[src/hw/rtl/lmpc_pkg.sv]
// types, codes and constants shared by the lift motor controller files
package lmpc_pkg;

    localparam int TRAVEL_TICKS = 1024;
    localparam int FULL_HEIGHT  = 100;

    localparam int TRAVEL_W = $clog2(TRAVEL_TICKS + 1);
    localparam int PROD_W   = TRAVEL_W + 8;
    localparam int CFG_W    = 12;
    localparam int CFG_IDX_W = 3;

    localparam logic [TRAVEL_W-1:0] TRAVEL_END  = TRAVEL_W'(TRAVEL_TICKS);
    localparam logic [TRAVEL_W-1:0] TRAVEL_MID  = TRAVEL_W'(TRAVEL_TICKS / 2);
    localparam logic [7:0]          HEIGHT_FULL = 8'(FULL_HEIGHT);
    localparam logic [7:0]          HEIGHT_MID  = 8'(FULL_HEIGHT / 2);

    localparam logic [1:0] FUNC_TICK = 2'd0;
    localparam logic [1:0] FUNC_SET  = 2'd1;
    localparam logic [1:0] FUNC_STOP = 2'd2;

    localparam logic [CFG_IDX_W-1:0] REG_CURRENT_LIMIT = 3'd0;
    localparam logic [CFG_IDX_W-1:0] REG_UP_TRIP       = 3'd1;
    localparam logic [CFG_IDX_W-1:0] REG_DOWN_TRIP     = 3'd2;
    localparam logic [CFG_IDX_W-1:0] REG_UPPER_HEIGHT  = 3'd3;
    localparam logic [CFG_IDX_W-1:0] REG_LOWER_HEIGHT  = 3'd4;
    localparam logic [CFG_IDX_W-1:0] REG_PAUSE_TICKS   = 3'd5;
    localparam logic [CFG_IDX_W-1:0] REG_UP_TICKS      = 3'd6;

    typedef enum logic [1:0] {
        CMD_STOP = 2'd0,
        CMD_UP   = 2'd1,
        CMD_DOWN = 2'd2
    } cmd_t;

    typedef enum logic [1:0] {
        PH_IDLE  = 2'd0,
        PH_PAUSE = 2'd1,
        PH_UP    = 2'd2
    } phase_t;

    typedef struct packed {
        logic [11:0] current_limit;
        logic [7:0]  up_trip_count;
        logic [7:0]  down_trip_count;
        logic [7:0]  upper_limit_height;
        logic [7:0]  lower_limit_height;
        logic [7:0]  backoff_pause_ticks;
        logic [7:0]  backoff_up_ticks;
    } cfg_t;

    typedef struct packed {
        logic [TRAVEL_W-1:0] travel_count;
        logic [7:0]          height_estimate;
        cmd_t                motion_command;
        logic [7:0]          goal_height;
        logic                goal_valid;
        logic                arrived_flag;
        logic [7:0]          overcurrent_run;
        logic [1:0]          fault_bits;
        logic                homed_flag;
        phase_t              backoff_phase;
        logic [7:0]          backoff_timer;
    } state_t;

    typedef struct packed {
        logic [1:0]  func;
        logic [7:0]  target_height;
        logic        upper_switch_n;
        logic        lower_switch_n;
        logic [11:0] motor_current;
    } item_t;

    typedef struct packed {
        logic       motor_enable;
        logic       direction_up;
        logic [7:0] height;
        logic       arrived;
        logic [1:0] limit_flags;
        logic [1:0] overcurrent_flags;
        logic       homed;
    } result_t;

endpackage

[src/hw/rtl/lmpc_step.sv]
// next-state and result logic for one transaction of the lift motor controller
module lmpc_step
    import lmpc_pkg::*;
(
    input  cfg_t    cfg,
    input  state_t  st,
    input  item_t   item,
    output state_t  st_next,
    output result_t res
);

    logic [1:0]        limit;
    logic              enable;
    logic              dir_up;
    logic [7:0]        run_inc;
    logic [7:0]        trip;
    logic [PROD_W-1:0] prod;
    logic [PROD_W-1:0] quot;
    logic [7:0]        up_timer;

    always_comb
    begin
        st_next  = st;
        enable   = 1'b0;
        dir_up   = 1'b0;
        limit    = 2'b00;
        run_inc  = st.overcurrent_run + 8'd1;
        trip     = (st.motion_command == CMD_UP) ? cfg.up_trip_count : cfg.down_trip_count;
        prod     = PROD_W'(st.travel_count) * PROD_W'(FULL_HEIGHT);
        quot     = prod / PROD_W'(TRAVEL_TICKS);
        up_timer = (st.backoff_phase == PH_PAUSE) ? cfg.backoff_up_ticks : st.backoff_timer;

        if (!item.upper_switch_n && st.height_estimate > cfg.upper_limit_height)
        begin
            limit[0] = 1'b1;
        end
        if (!item.lower_switch_n && st.height_estimate < cfg.lower_limit_height)
        begin
            limit[1] = 1'b1;
        end

        case (item.func)
            FUNC_SET:
            begin
                st_next.goal_height = item.target_height;
                st_next.goal_valid  = 1'b1;
            end
            FUNC_STOP:
            begin
                st_next.motion_command = CMD_STOP;
                st_next.goal_valid     = 1'b0;
            end
            FUNC_TICK:
            begin
                if (st.backoff_phase != PH_IDLE)
                begin
                    // back-off sequence: pause, then timed upward pulse
                    if (st.backoff_phase == PH_PAUSE && st.backoff_timer != 8'd0)
                    begin
                        st_next.backoff_timer = st.backoff_timer - 8'd1;
                    end
                    else if (up_timer != 8'd0)
                    begin
                        st_next.backoff_phase = PH_UP;
                        st_next.backoff_timer = up_timer - 8'd1;
                        enable = 1'b1;
                        dir_up = 1'b1;
                    end
                    else
                    begin
                        st_next.backoff_phase = PH_IDLE;
                        st_next.backoff_timer = up_timer;
                        st_next.homed_flag    = 1'b1;
                    end
                end
                else
                begin
                    // overcurrent run counting in the direction of motion
                    if (st.motion_command == CMD_UP || st.motion_command == CMD_DOWN)
                    begin
                        st_next.fault_bits = (st.motion_command == CMD_UP) ?
                                             (st.fault_bits & 2'b01) : (st.fault_bits & 2'b10);
                        if (item.motor_current > cfg.current_limit)
                        begin
                            if (run_inc >= trip)
                            begin
                                st_next.overcurrent_run = 8'd0;
                                if (st.motion_command == CMD_UP)
                                begin
                                    st_next.fault_bits[0] = 1'b1;
                                end
                                else
                                begin
                                    st_next.fault_bits[1] = 1'b1;
                                end
                            end
                            else
                            begin
                                st_next.overcurrent_run = run_inc;
                            end
                        end
                        else
                        begin
                            st_next.overcurrent_run = 8'd0;
                        end
                    end

                    st_next.height_estimate = (quot > PROD_W'(255)) ? 8'hFF : quot[7:0];

                    // steering toward the goal
                    if (st.goal_valid)
                    begin
                        if (st.goal_height == HEIGHT_FULL)
                        begin
                            if (limit == 2'b01)
                            begin
                                st_next.arrived_flag = 1'b1;
                            end
                            else
                            begin
                                st_next.motion_command = CMD_UP;
                            end
                        end
                        else if (st.goal_height == 8'd0)
                        begin
                            if (limit == 2'b10)
                            begin
                                st_next.arrived_flag = 1'b1;
                            end
                            else
                            begin
                                st_next.motion_command = CMD_DOWN;
                            end
                        end
                        else if (st_next.height_estimate < st.goal_height)
                        begin
                            st_next.motion_command = CMD_UP;
                            st_next.arrived_flag   = 1'b0;
                        end
                        else if (st_next.height_estimate == st.goal_height)
                        begin
                            st_next.motion_command = CMD_STOP;
                            st_next.arrived_flag   = 1'b1;
                        end
                        else
                        begin
                            st_next.motion_command = CMD_DOWN;
                            st_next.arrived_flag   = 1'b0;
                        end
                    end
                    else
                    begin
                        st_next.arrived_flag = 1'b0;
                    end

                    // motor drive and travel counter
                    case (st_next.motion_command)
                        CMD_UP:
                        begin
                            st_next.homed_flag = 1'b0;
                            if (limit[0] || st_next.fault_bits[0])
                            begin
                                st_next.travel_count = TRAVEL_END;
                            end
                            else if (st.travel_count < TRAVEL_END)
                            begin
                                enable = 1'b1;
                                dir_up = 1'b1;
                                st_next.travel_count = st.travel_count + TRAVEL_W'(1);
                            end
                        end
                        CMD_DOWN:
                        begin
                            if (limit[1] || st_next.fault_bits[1])
                            begin
                                st_next.travel_count = '0;
                                if (!st.homed_flag)
                                begin
                                    st_next.backoff_phase = PH_PAUSE;
                                    st_next.backoff_timer = cfg.backoff_pause_ticks;
                                end
                            end
                            else
                            begin
                                enable = !st.homed_flag;
                                if (st.travel_count != '0)
                                begin
                                    st_next.travel_count = st.travel_count - TRAVEL_W'(1);
                                end
                            end
                        end
                        CMD_STOP:
                        begin
                            st_next.goal_valid = 1'b0;
                            if (limit[0])
                            begin
                                st_next.travel_count = TRAVEL_END;
                            end
                            else if (limit[1])
                            begin
                                st_next.travel_count = '0;
                            end
                        end
                        default:
                        begin
                        end
                    endcase
                end
            end
            default:
            begin
            end
        endcase

        res.motor_enable      = enable;
        res.direction_up      = dir_up;
        res.height            = st_next.height_estimate;
        res.arrived           = st_next.arrived_flag;
        res.limit_flags       = limit;
        res.overcurrent_flags = st_next.fault_bits;
        res.homed             = st_next.homed_flag;
    end

endmodule

[src/hw/rtl/lift_motor_position_controller_core.sv]
// top level of the lift motor position controller: registers, config port and handshake
//
//  channel   direction  handshake              payload
//  in        input      in_valid / in_stall    func, target_height, switches, motor_current
//  out       output     out_valid / out_stall  motor_enable .. homed
//  cfg       input      cfg_we                 cfg_index, cfg_data
//
// one transaction per cycle sustained while out_stall is low; the result passes through the
// input register, then next-state logic into the result register
// reset loads the default config values and the mid-travel position
// out_stall holds the result register; in_stall rises with it while the input register
// is full, and an empty input register takes one more transaction first
module lift_motor_position_controller_core
    import lmpc_pkg::*;
(
    input  logic                 clk,
    input  logic                 rst_n,
    input  logic                 in_valid,
    output logic                 in_stall,
    input  logic [1:0]           func,
    input  logic [7:0]           target_height,
    input  logic                 upper_switch_n,
    input  logic                 lower_switch_n,
    input  logic [11:0]          motor_current,
    output logic                 out_valid,
    input  logic                 out_stall,
    output logic                 motor_enable,
    output logic                 direction_up,
    output logic [7:0]           height,
    output logic                 arrived,
    output logic [1:0]           limit_flags,
    output logic [1:0]           overcurrent_flags,
    output logic                 homed,
    input  logic                 cfg_we,
    input  logic [CFG_IDX_W-1:0] cfg_index,
    input  logic [CFG_W-1:0]     cfg_data
);

    cfg_t    cfg_reg;
    cfg_t    cfg_next;
    state_t  st_reg;
    state_t  st_next;
    item_t   item_reg;
    logic    item_valid_reg;
    result_t res_reg;
    result_t res_next;
    logic    out_valid_reg;
    logic    advance;
    logic    fire;

    assign advance  = !out_valid_reg || !out_stall;
    assign fire     = item_valid_reg && advance;
    assign in_stall = item_valid_reg && !advance;

    lmpc_step u_step
    (
        .cfg     (cfg_reg),
        .st      (st_reg),
        .item    (item_reg),
        .st_next (st_next),
        .res     (res_next)
    );

    always_comb
    begin
        cfg_next = cfg_reg;
        if (cfg_we)
        begin
            unique case (cfg_index)
                REG_CURRENT_LIMIT: cfg_next.current_limit       = cfg_data;
                REG_UP_TRIP:       cfg_next.up_trip_count       = cfg_data[7:0];
                REG_DOWN_TRIP:     cfg_next.down_trip_count     = cfg_data[7:0];
                REG_UPPER_HEIGHT:  cfg_next.upper_limit_height  = cfg_data[7:0];
                REG_LOWER_HEIGHT:  cfg_next.lower_limit_height  = cfg_data[7:0];
                REG_PAUSE_TICKS:   cfg_next.backoff_pause_ticks = cfg_data[7:0];
                REG_UP_TICKS:      cfg_next.backoff_up_ticks    = cfg_data[7:0];
                default:
                begin
                end
            endcase
        end
    end

    always_ff @(posedge clk or negedge rst_n)
    begin
        if (!rst_n)
        begin
            cfg_reg.current_limit       <= 12'd1000;
            cfg_reg.up_trip_count       <= 8'd20;
            cfg_reg.down_trip_count     <= 8'd10;
            cfg_reg.upper_limit_height  <= 8'd60;
            cfg_reg.lower_limit_height  <= 8'd30;
            cfg_reg.backoff_pause_ticks <= 8'd5;
            cfg_reg.backoff_up_ticks    <= 8'd30;
            st_reg.travel_count         <= TRAVEL_MID;
            st_reg.height_estimate      <= HEIGHT_MID;
            st_reg.motion_command       <= CMD_STOP;
            st_reg.goal_height          <= 8'd0;
            st_reg.goal_valid           <= 1'b0;
            st_reg.arrived_flag         <= 1'b0;
            st_reg.overcurrent_run      <= 8'd0;
            st_reg.fault_bits           <= 2'b00;
            st_reg.homed_flag           <= 1'b0;
            st_reg.backoff_phase        <= PH_IDLE;
            st_reg.backoff_timer        <= 8'd0;
            item_valid_reg              <= 1'b0;
            out_valid_reg               <= 1'b0;
        end
        else
        begin
            cfg_reg <= cfg_next;
            if (fire)
            begin
                st_reg <= st_next;
            end
            if (advance)
            begin
                out_valid_reg <= item_valid_reg;
            end
            if (!in_stall)
            begin
                item_valid_reg <= in_valid;
            end
        end
    end

    // payload registers
    always_ff @(posedge clk)
    begin
        if (in_valid && !in_stall)
        begin
            item_reg.func           <= func;
            item_reg.target_height  <= target_height;
            item_reg.upper_switch_n <= upper_switch_n;
            item_reg.lower_switch_n <= lower_switch_n;
            item_reg.motor_current  <= motor_current;
        end
        if (fire)
        begin
            res_reg <= res_next;
        end
    end

    assign out_valid         = out_valid_reg;
    assign motor_enable      = res_reg.motor_enable;
    assign direction_up      = res_reg.direction_up;
    assign height            = res_reg.height;
    assign arrived           = res_reg.arrived;
    assign limit_flags       = res_reg.limit_flags;
    assign overcurrent_flags = res_reg.overcurrent_flags;
    assign homed             = res_reg.homed;

`ifndef SYNTHESIS
    a_stall_needs_item: assert property (@(posedge clk) disable iff (!rst_n)
        in_stall |-> item_valid_reg)
        else $error("input stalled with empty input register");

    a_dir_only_when_driven: assert property (@(posedge clk) disable iff (!rst_n)
        out_valid && direction_up |-> motor_enable)
        else $error("direction up reported with motor off");

    a_no_down_when_homed: assert property (@(posedge clk) disable iff (!rst_n)
        out_valid && motor_enable && !direction_up |-> !homed)
        else $error("downward drive while homed");

    a_backoff_freezes_height: assert property (@(posedge clk) disable iff (!rst_n)
        fire && st_reg.backoff_phase != PH_IDLE |=>
        st_reg.height_estimate == $past(st_reg.height_estimate))
        else $error("height moved during back-off");

    a_travel_in_range: assert property (@(posedge clk) disable iff (!rst_n)
        st_reg.travel_count <= TRAVEL_END)
        else $error("travel counter beyond full travel");
`endif

endmodule

[config.mk]
export PLATFORM = sky130hd
export DESIGN_NAME = lift_motor_position_controller_core
export DESIGN_NICKNAME = d
export VERILOG_FILES = /design/src/hw/rtl/lmpc_pkg.sv /design/src/hw/rtl/lmpc_step.sv /design/src/hw/rtl/lift_motor_position_controller_core.sv
export SDC_FILE = /design/constraint.sdc
export NUM_CORES = 1
export LEC_CHECK = 0
export BUFFER_PORTS_ARGS = -buffer_cell sky130_fd_sc_hd__buf_2
export CAP_MARGIN = 0
export CELL_PAD_IN_SITES_DETAIL_PLACEMENT = 2
export CELL_PAD_IN_SITES_GLOBAL_PLACEMENT = 2
export CORE_MARGIN = 2
export CORE_UTILIZATION = 41
export DETAILED_ROUTE_END_ITERATION = 8
export PLACE_DENSITY_LB_ADDON = 0.1
export SYNTH_ARGS = -nofsm -noshare
export SYNTH_HDL_FRONTEND = slang
export SYNTH_SLANG_ARGS = --single-unit
[constraint.sdc]
create_clock -name clk -period 7.78 [get_ports clk]
set_clock_uncertainty 0.05 [all_clocks]
set_input_delay 2.334 -clock clk [delete_from_list [all_inputs] [get_ports clk]]
set_output_delay 2.334 -clock clk [all_outputs]
set_load 0.1 [all_outputs]
==> flow_metrics.tcl <==
set metrics [dict create \
    slew_headroom_pct 9.33 \
    cts_buffers 17 \
    fmax_mhz 142 \
    startpoint_type "register" \
    drive_gt1_share_pct 23.6 \
    synthFlopType "dfrtp_1" \
    netlist_area_um2 9290 \
    end_kind "register" \
    cp_common_cell "ha_1" \
    cts_sinks 154 \
    largest_reg_flops 60 \
    port_buffers 61 \
    cellLeakagePower_nw 4.78 \
    drt-wirelength-per-cell_um 22.6 \
    critical_path.max_stage_delay_ns 0.49 \
    avgViaCountPerCell 5.75 \
    dpl.cell_count 1184 \
    antenna-diode-count 0 \
    yosysSeqAreaShare_pct 44.0 \
    whs_ns 0.439 \
    h-tree-depth 4 \
    ys_warn_count 0 \
    layout_min_cycle_time_ns 7.05 \
    die_w_um 155 \
    vias 6995 \
    postSynth.asyncResetShare_pct 74.0 \
    mostFrequentLayoutCell "ha_1" \
    antenna_found_initial 0 \
    avgSynthCellArea_um2 10.9 \
    reg2reg_depth 28 \
    final-max-slew-violation-count 0 \
    fin_ws_ns 0.728 \
    ant_nets 0 \
    slowest_stage "dfrtp_1" \
    required_ns 8.02 \
    crit_type "reg -> reg" \
    grt_max_degree 71 \
    gr-total-overflow 0 \
    fill_cells 2324 \
    cp.arrival_ns 7.29 \
    holdPathStages 1 \
    ctsHoldBuffers 0 \
    drv_cap 0 \
    clkLatencyLatePin_ns 0.44 \
    nets 1068 \
    tightest_slew_ns 1.36 \
    grt_pass1_vias 7984 \
    first_iter_violations 327 \
    finalWeightedCongestion 0.808 \
    initial_core_util_pct 41.4 \
    die-area_um2 23900 \
    drc 0 \
    crit_path_max_fanout 21 \
    final_cell_mix "ha_1 (101), dfrtp_1 (86), inv_1 (79)" \
    die_h_um 155 \
    min_period_over_period_pct 90.6 \
    status "completed" \
    rsz0062_at_grt "no" \
    cts.clk_slew.worst_paths_ns 0.08 \
    ioPinCount 62 \
    drt_pass1_iterations 5 \
    grt_util_all_layers_pct 24.1 \
    rows 55 \
    hp-class "reg -> reg" \
    synth_edf_count 40 \
    cts_tree "yes" \
    powerDensity_nw_per_um2 275 \
    fp.coreArea_um2 22400 \
    cts-root-buf "clkbuf_16" \
    stdcell_count 1216 \
    netlist_instances 853 \
    area_growth_pct 13.3 \
    grt_pass1_wl_um 44900 \
    drt-total-wl_um 27500 \
    fin_setup_tns_ns 0 \
    ys_ff_latch 154 \
    dp_hpwl_um 19800 \
    ys_types 78 \
    pre_cts_slack_ns 0.544 \
    finalSetupViolCount 0 \
    ir_drop_v 0.000140 \
    syn_nets 1003 \
    cts_buffer_depth 2 \
    final_hold_viol_count 0 \
]
[cell type report]
| class | count | area [µm²] | share of cell area [%] |
|---|---|---|---|
| multi-input combinational | 596 | 4800 | 45.6 |
| sequential | 154 | 4090 | 38.9 |
| clock buffer | 19 | 464 | 4.41 |
| timing repair buffer | 68 | 360 | 3.42 |
| tap | 285 | 357 | 3.39 |
| inverter | 81 | 304 | 2.89 |
| clock inverter | 13 | 148 | 1.40 |
[kinds of logic after synthesis]
kind of cell | share of synthesized area, %
AOI/OAI and AO/OA | 13.8
xor gates and xnor gates | 2.45
adders and majority gates | 14.7
buffers and inverters | 4.38
DFF | 44.0
muxes | 9.74
and+or+nand+nor | 10.9
[final timing paths]
check / startpoint / end / slack (ns)
min: item_reg[18] / st_reg[27] / 0.44
max in group asynchronous: rst_n / st_reg[48] / 4.37
min reg2reg: item_reg[18] / st_reg[27] / 0.44
max reg2reg: st_reg[44] / st_reg[47] / 0.73
min in group asynchronous: rst_n / st_reg[15] / 1.86
max: st_reg[44] / st_reg[47] / 0.73
[power by group]
part	internal, W	total, W	leakage [nW]	switching [W]
logic	0.000339	0.000908	2.73	0.000569
clock network	0.000485	0.000881	0.301	0.000397
registers	0.000989	0.00111	1.75	0.000120
total	0.00181	0.00290	4.78	0.00109
[critical path: cells and delay by family, from the launching register on]
kind	cells	cell delay (ns)
AND/OR/NAND/NOR	3	0.47
XOR/XNOR	1	0.30
AO/OA/AOI/OAI	15	3.39
adder cells (fa/ha/maj)	6	1.91
flip-flops	1	0.49
buffers and inverters	3	0.30
[stage by stage]
stage | utilization, % | total power (W) | instance area [µm²]
after global placement | 44.2 | 0.00194 | 9910
after floorplan | - | 0.00173 | 9290
final | 46.9 | 0.00290 | 10500
after global routing | 46.9 | 0.00306 | 10500
after CTS | 46.9 | 0.00293 | 10500
after detailed placement | 44.2 | 0.00202 | 9910
[synthesized netlist by cell type, drive strengths merged, types with 7 or more instances]
cell | n | area, µm²
a21oi | 31 | 178
mux2 | 67 | 754
o21ai | 47 | 235
o21a | 7 | 52.6
nand3 | 17 | 85.1
ha | 101 | 1260
nand2 | 70 | 265
and3 | 11 | 68.8
nor2b | 7 | 43.8
nand2b | 10 | 62.6
a32o | 7 | 70.1
inv | 80 | 300
nor2 | 36 | 143
edfxtp | 40 | 1200
xor2 | 9 | 78.8
and2 | 8 | 50.1
nand4 | 7 | 50.1
nor3 | 25 | 125
buf | 10 | 57.6
dfstp | 28 | 736
dfrtp | 86 | 2150
a21o | 7 | 52.6
mux2i | 15 | 150
clkbuf | 12 | 45.0
xnor2 | 17 | 149
[layer usage]
layer	up-vias	routed length [µm]	global-route usage, %
met5	-	0	0
met4	0	419	6.75
met3	27	560	2.75
met2	90	13900	42.0
met1	3657	12600	31.9
li1	3221	-	-
[what timing repair did]
item,CTS,global route
setup buffers,0,0
endpoints found under the setup margin,0,1
gates resized for setup,0,1
Power figures use the tool's default switching activity.
